**config.mk**
```make
export PLATFORM = sky130hd
export DESIGN_NAME = json_string_unescaper_unit
export DESIGN_NICKNAME = d
export VERILOG_FILES = /design/src/sv/jsu_pkg.sv /design/src/sv/jsu_decode.sv /design/src/sv/jsu_out_stage.sv /design/src/sv/json_string_unescaper_unit.sv
export SDC_FILE = /design/constraint.sdc
export NUM_CORES = 1
export LEC_CHECK = 0
export BUFFER_PORTS_ARGS = -buffer_cell sky130_fd_sc_hd__buf_2
export CORE_ASPECT_RATIO = 1.2
export CORE_MARGIN = 10
export CORE_UTILIZATION = 60
export CTS_BUF_LIST = sky130_fd_sc_hd__clkbuf_4 sky130_fd_sc_hd__clkbuf_8 sky130_fd_sc_hd__clkbuf_16
export DETAILED_ROUTE_END_ITERATION = 7
export MAX_ROUTING_LAYER = met4
export PLACE_DENSITY = 0.82
export SLEW_MARGIN = 40
export SYNTH_ARGS = -nofsm -noshare
export SYNTH_HDL_FRONTEND = slang
export SYNTH_SLANG_ARGS = --single-unit
```
**constraint.sdc**
```tcl
create_clock -name clk -period 6.05 [get_ports clk]
set_input_delay 0.3025 -clock clk [delete_from_list [all_inputs] [get_ports clk]]
set_output_delay 0.3025 -clock clk [all_outputs]
set_load 0.02 [all_outputs]
```
**src/sv/jsu_pkg.sv**
```systemverilog
package jsu_pkg;

    // result kinds
    localparam logic [1:0] KIND_CHAR  = 2'd0;
    localparam logic [1:0] KIND_DONE  = 2'd1;
    localparam logic [1:0] KIND_ERROR = 2'd2;

    // decode modes
    localparam logic [2:0] MODE_NORMAL    = 3'd0;
    localparam logic [2:0] MODE_ESCAPE    = 3'd1;
    localparam logic [2:0] MODE_HEX_FIRST = 3'd2;
    localparam logic [2:0] MODE_HEX_LAST  = 3'd5;

    // byte codes
    localparam logic [7:0] CH_QUOTE     = 8'h22;
    localparam logic [7:0] CH_BACKSLASH = 8'h5C;
    localparam logic [7:0] CH_SLASH     = 8'h2F;
    localparam logic [7:0] CH_LF        = 8'h0A;
    localparam logic [7:0] CH_TAB       = 8'h09;
    localparam logic [7:0] CH_CR        = 8'h0D;
    localparam logic [7:0] CH_BS        = 8'h08;
    localparam logic [7:0] CH_FF        = 8'h0C;
    localparam logic [7:0] CH_LOW_N     = 8'h6E;
    localparam logic [7:0] CH_LOW_T     = 8'h74;
    localparam logic [7:0] CH_LOW_R     = 8'h72;
    localparam logic [7:0] CH_LOW_B     = 8'h62;
    localparam logic [7:0] CH_LOW_F     = 8'h66;
    localparam logic [7:0] CH_LOW_U     = 8'h75;

    localparam logic [15:0] COUNT_MAX = 16'hFFFF;

    typedef struct packed {
        logic [7:0] in_byte;
        logic       end_of_input;
    } in_beat_t;

    typedef struct packed {
        logic [1:0]  kind;
        logic [15:0] char_value;
        logic [15:0] char_count;
    } out_beat_t;

    typedef struct packed {
        logic       ok;
        logic [3:0] value;
    } hex_t;

    // result of one decode step toward the output stage
    typedef struct packed {
        logic      valid;
        out_beat_t beat;
    } res_t;

    function automatic hex_t hex_digit(input logic [7:0] b);
        hex_t h;
        h.ok    = 1'b1;
        h.value = 4'd0;
        if (b >= 8'h30 && b <= 8'h39)
        begin
            h.value = b[3:0];
        end
        else if ((b >= 8'h61 && b <= 8'h66) || (b >= 8'h41 && b <= 8'h46))
        begin
            h.value = b[3:0] + 4'd9;
        end
        else
        begin
            h.ok = 1'b0;
        end
        return h;
    endfunction

endpackage

```
**src/sv/jsu_decode.sv**
```systemverilog
module jsu_decode
    import jsu_pkg::*;
(
    input  logic     clk,
    input  logic     rst_n,
    input  logic     step,
    input  in_beat_t beat,
    output res_t     res
);

    logic [2:0]  mode_reg, mode_next;
    logic [11:0] hex_reg, hex_next;
    logic [15:0] count_reg, count_next;
    logic [15:0] count_inc;
    hex_t        hd;

    assign hd        = hex_digit(beat.in_byte);
    assign count_inc = (count_reg == COUNT_MAX) ? count_reg : count_reg + 16'd1;

    always_comb
    begin
        mode_next  = mode_reg;
        hex_next   = hex_reg;
        count_next = count_reg;
        res        = '0;
        if (beat.end_of_input)
        begin
            res.valid     = 1'b1;
            res.beat.kind = KIND_ERROR;
            mode_next     = MODE_NORMAL;
            hex_next      = '0;
            count_next    = '0;
        end
        else if (mode_reg == MODE_ESCAPE)
        begin
            res.valid           = 1'b1;
            res.beat.kind       = KIND_CHAR;
            mode_next           = MODE_NORMAL;
            count_next          = count_inc;
            unique case (beat.in_byte)
                CH_LOW_N:     res.beat.char_value = {8'd0, CH_LF};
                CH_LOW_T:     res.beat.char_value = {8'd0, CH_TAB};
                CH_LOW_R:     res.beat.char_value = {8'd0, CH_CR};
                CH_LOW_B:     res.beat.char_value = {8'd0, CH_BS};
                CH_LOW_F:     res.beat.char_value = {8'd0, CH_FF};
                CH_QUOTE,
                CH_SLASH,
                CH_BACKSLASH: res.beat.char_value = {8'd0, beat.in_byte};
                CH_LOW_U:
                begin
                    res        = '0;
                    mode_next  = MODE_HEX_FIRST;
                    hex_next   = '0;
                    count_next = count_reg;
                end
                default:
                begin
                    res.beat.kind = KIND_ERROR;
                    hex_next      = '0;
                    count_next    = '0;
                end
            endcase
        end
        else if (mode_reg >= MODE_HEX_FIRST && mode_reg <= MODE_HEX_LAST)
        begin
            if (!hd.ok)
            begin
                res.valid     = 1'b1;
                res.beat.kind = KIND_ERROR;
                mode_next     = MODE_NORMAL;
                hex_next      = '0;
                count_next    = '0;
            end
            else if (mode_reg == MODE_HEX_LAST)
            begin
                res.valid           = 1'b1;
                res.beat.kind       = KIND_CHAR;
                res.beat.char_value = {hex_reg, hd.value};
                mode_next           = MODE_NORMAL;
                hex_next            = '0;
                count_next          = count_inc;
            end
            else
            begin
                hex_next  = {hex_reg[7:0], hd.value};
                mode_next = mode_reg + 3'd1;
            end
        end
        else
        begin
            // normal, also unused mode codes
            mode_next = MODE_NORMAL;
            if (beat.in_byte == CH_QUOTE)
            begin
                res.valid           = 1'b1;
                res.beat.kind       = KIND_DONE;
                res.beat.char_count = count_reg;
                hex_next            = '0;
                count_next          = '0;
            end
            else if (beat.in_byte == CH_BACKSLASH)
            begin
                mode_next = MODE_ESCAPE;
            end
            else
            begin
                res.valid           = 1'b1;
                res.beat.kind       = KIND_CHAR;
                res.beat.char_value = {8'd0, beat.in_byte};
                count_next          = count_inc;
            end
        end
    end

    always_ff @(posedge clk or negedge rst_n)
    begin
        if (!rst_n)
        begin
            mode_reg  <= MODE_NORMAL;
            hex_reg   <= '0;
            count_reg <= '0;
        end
        else if (step)
        begin
            mode_reg  <= mode_next;
            hex_reg   <= hex_next;
            count_reg <= count_next;
        end
    end

endmodule

```
**src/sv/jsu_out_stage.sv**
```systemverilog
module jsu_out_stage
    import jsu_pkg::*;
(
    input  logic      clk,
    input  logic      rst_n,
    input  logic      load,
    input  res_t      res,
    output logic      free,
    output logic      out_valid,
    input  logic      out_stall,
    output out_beat_t out_data
);

    logic      vld_reg, vld_next;
    out_beat_t beat_reg;

    // slot opens when empty or when the held beat leaves this cycle
    assign free     = !vld_reg || !out_stall;
    assign vld_next = load ? res.valid : (vld_reg && out_stall);

    always_ff @(posedge clk or negedge rst_n)
    begin
        if (!rst_n)
        begin
            vld_reg <= 1'b0;
        end
        else
        begin
            vld_reg <= vld_next;
        end
    end

    always_ff @(posedge clk)
    begin
        if (load && res.valid)
        begin
            beat_reg <= res.beat;
        end
    end

    assign out_valid = vld_reg;
    assign out_data  = beat_reg;

endmodule

```
**src/sv/json_string_unescaper_unit.sv**
```systemverilog
// channel | dir | handshake           | payload
// --------+-----+---------------------+-----------------------------------
// in      | in  | in_valid / in_stall   | in_beat_t: in_byte, end_of_input
// out     | out | out_valid / out_stall | out_beat_t: kind, char_value, char_count
//
// one beat per cycle sustained while out_stall is low; a result reaches out_valid
// after its input beat is taken (input register, then decode logic into the result register)
// bytes that give no result (backslash, \u and its first three hex digits)
// pass the stages without producing an output beat
// rst_n clears the valid bits and the decode state: normal mode, count zero
// out_stall holds the result register and backs up through the input register
// into in_stall in the same cycle, so no beat is dropped
module json_string_unescaper_unit
    import jsu_pkg::*;
(
    input  logic      clk,
    input  logic      rst_n,
    input  logic      in_valid,
    output logic      in_stall,
    input  in_beat_t  in_data,
    output logic      out_valid,
    input  logic      out_stall,
    output out_beat_t out_data
);

    logic     in_vld_reg;
    in_beat_t in_beat_reg;
    logic     out_free;
    logic     advance;
    logic     take;
    res_t     res;

    // decode step happens when the input register holds a beat and the
    // result register can take whatever it yields
    assign advance  = in_vld_reg && out_free;
    assign in_stall = in_vld_reg && !out_free;
    assign take     = in_valid && !in_stall;

    always_ff @(posedge clk or negedge rst_n)
    begin
        if (!rst_n)
        begin
            in_vld_reg <= 1'b0;
        end
        else if (take || advance)
        begin
            in_vld_reg <= take;
        end
    end

    always_ff @(posedge clk)
    begin
        if (take)
        begin
            in_beat_reg <= in_data;
        end
    end

    // mode, hex digits and count live here
    jsu_decode u_decode (
        .clk   (clk),
        .rst_n (rst_n),
        .step  (advance),
        .beat  (in_beat_reg),
        .res   (res)
    );

    // result register toward the sink
    jsu_out_stage u_out (
        .clk       (clk),
        .rst_n     (rst_n),
        .load      (advance),
        .res       (res),
        .free      (out_free),
        .out_valid (out_valid),
        .out_stall (out_stall),
        .out_data  (out_data)
    );

endmodule
```
==> results by group <==
Layout
  • # fillers: 466
  • Antenna diodes: 0
  • Net count, final: 404
  • Most frequent cells in the layout: 48 x buf_2, 43 x edfxtp_1, 33 x dfrtp_1
  • Max reg flops: 34
  • Most common cell after layout, fill and taps aside: buf_2
  • Area delta synth->final: 12.9%
  • Layout cells sized above 1: 22.8%

STA
  • Final Hold Viols: 3
  • WHS: -3.74 ps
  • Slew HR: 46.9%
  • Post-route clock skew: 8.51 ps
  • Measured slew at the worst slew-check pin: 792 ps
  • Setup WS post-layout: 2860 ps
  • Max Freq: 0.314 GHz
  • RSZ-0062 raised after global routing: false
  • Final setup fails: 0
  • Slew Viols, Final: 0
  • Post-route minimum period: 3190 ps
  • Setup tns final: 0 ps
  • Crit share post-route: 52.6%

Pwr
  • PwrDens: 285 nW/µm²
  • Leakage: 1.76 nW
  • Peak supply drop: 0.000229 V

Placement
  • HPWL Detailed: 5.73 mm
  • Pre-CTS setup slack: 2350 ps
  • Gpl congestion: 0.919
  • Port buffer count: 48

Clock network
  • CTS H-tree depth: 3
  • Hold_buf cts: 0
  • TritonCTS Sinks: 76
  • Root Driver: clkbuf_8
  • Cts repair resizes: 0
  • CTS Buf Count: 9
  • TritonCTS clock tree: done
  • Clk slew on worst S/H paths: 80 ps
  • Clock tree buffer depth: 2
  • Setup bufs post-CTS: 0
  • Clock latency on the worst-skew pair: 360 ps

Drt
  • DRC viols: 0
  • DRT iter0 DRCs: 249
  • Antenna Nets Post-Route: 0
  • DR vias: 2,862
  • Via density: 6.05
  • DRT Wirelength: 7.93 mm
  • Pre-Repair DR Iteration Count: 5
  • Wire length per cell: 16.8 µm

Run status
  • Status: complete, but fails checks
  • Violated checks: hold timing

Yosys
  • Syn. warnings: 0
  • Post-synth cell types: 65
  • Primary FF master, synth: edfxtp_1
  • Synth async-reset ratio: 43.4%
  • Mean Syn Cell Area: 11.4 µm²
  • Register bit total from synthesis: 76
  • Mapped Nets: 354
  • Mapped Cells: 336
  • Sequential share of the synthesized area: 55.5%
  • Synth Cell Area: 3810 µm²
  • Post-synth EDFFs: 43

Critical path
  • Worst EP required: 6340 ps
  • Critical path class: flop to flop
  • Worst path max stage delay: 680 ps
  • Setup crit start kind: flop
  • Slowest CP cell: nor3_2
  • Crit path DAT: 3470 ps
  • Setup crit end kind: flop
  • Critical-path maximum fanout: 13
  • Worst-path cell chain: inv_1, ha_1, nand2b_1, a21oi_1, o21ai_0, a311oi_4, a211o_2, nor3_2, a22o_1

Global route
  • Vias in the first global route: 2,709
  • Initial antenna violation count: 0
  • Largest net degree at the start of global routing: 48
  • First-pass GRT wire length: 13.4 mm
  • Overflow after GRT: 0
  • Total track usage: 17.1%

Floorplanning
  • Die Width: 92.8 µm
  • Io pins: 49
  • Rows: 31
  • Die height: 107 µm
  • Die footprint: 9960 µm²
  • Core area: 6090 µm²
  • Initial Util: 62.6%

Run
  • Max_cap viols: 0

Worst hold path
  • HP Class: primary input to asynchronous set/reset pin
stage by stage:
step | utilization, % | total power (W) | hold slack (ps) | area (µm²) | cells
CTS | 70.5 | 0.00123 | 15.7 | 4300 | 472
global route | 70.7 | 0.00128 | 29.2 | 4310 | 473
detailed placement | 67.3 | 0.000863 | 407 | 4100 | 456
floorplan | - | 0.000796 | 6.91 | 3810 | 336
finish | 70.7 | 0.00123 | -3.74 | 4310 | 473
global placement | 67.3 | 0.000855 | 394 | 4100 | 456
worst max-delay path: cells and delay by family (launching register included):
family                   cells  cell delay, ps
flip-flops                   1             440
AO/OA/AOI/OAI                5            1430
AND/OR/NAND/NOR              2             830
buffers and inverters        1             150
adder cells (fa/ha/maj)      1             270
final timing paths:
| kind | slack, ps | cells after the start | from | to |
|---|---|---|---|---|
| max reg2reg | 2860 | 9 | in_beat_reg[1]$_DFFE_PP_ | u_decode.hex_reg[0]$_DFFE_PN0P_ |
| min | -4 | 1 | rst_n | u_decode.count_reg[10]$_DFFE_PN0P_ |
| max | 2860 | 9 | in_beat_reg[1]$_DFFE_PP_ | u_decode.hex_reg[0]$_DFFE_PN0P_ |
| max in group asynchronous | 5580 | 1 | rst_n | u_decode.hex_reg[0]$_DFFE_PN0P_ |
| min reg2reg | 500 | 1 | u_decode.hex_reg[9]$_DFFE_PN0P_ | u_decode.hex_reg[9]$_DFFE_PN0P_ |
| min in group clk | 120 | 1 | in_data[4] | in_beat_reg[4]$_DFFE_PP_ |
metal layers:
layer	up-vias	share of wire (%)	global-route usage (%)
li1	1365	-	-
met1	1369	45	21.8
met2	114	46	25.2
met3	14	7.7	5.51
met4	0	1.5	5.41
met5	-	0	-
synth_stat cells (3+ instances only):
| cell type | count | area, µm² |
|---|---|---|
| inv_1 | 6 | 22.5 |
| nand3_1 | 12 | 60.1 |
| a22o_1 | 15 | 131 |
| and4_1 | 3 | 26.3 |
| clkbuf_1 | 3 | 11.3 |
| and2_1 | 25 | 156 |
| nand3b_1 | 3 | 22.5 |
| edfxtp_1 | 43 | 1290 |
| nand2_1 | 29 | 109 |
| dfrtp_1 | 33 | 826 |
| nor2_1 | 28 | 105 |
| nand4_1 | 4 | 25.0 |
| buf_2 | 6 | 30.0 |
| ha_1 | 5 | 62.6 |
| and3_1 | 5 | 31.3 |
| a21oi_1 | 14 | 70.1 |
| nor3_1 | 8 | 40.0 |
| a31oi_1 | 3 | 18.8 |
| o21ai_0 | 25 | 125 |
| nand2b_1 | 3 | 18.8 |
| nor2b_1 | 3 | 18.8 |
final cells by class:
class / count / area [µm²] / area share [%]
Multi-Input combinational cell: 242 / 1610 / 37.3
Clock inverter: 5 / 32.5 / 0.756
Timing Repair Buffer: 50 / 255 / 5.93
Tap cell: 82 / 103 / 2.38
Clock buffer: 11 / 163 / 3.78
Sequential cell: 76 / 2120 / 49.2
Inverter: 7 / 28.8 / 0.668
cells by family after synthesis:
group | Yosys count | share of synthesized area, %
adders and majority gates | 5 | 1.64
AOI/OAI and AO/OA | 92 | 18.9
xor gates and xnor gates | 4 | 0.919
buffers and inverters | 18 | 2.36
and+or+nand+nor | 138 | 19.8
muxes | 3 | 0.853
DFF | 76 | 55.5
report_power, final:
part	internal (W)	switching, W
registers	0.000607	0.0000541
clock network	0.000185	0.000187
logic	0.0000680	0.000125
Power figures use the tool's default switching activity.
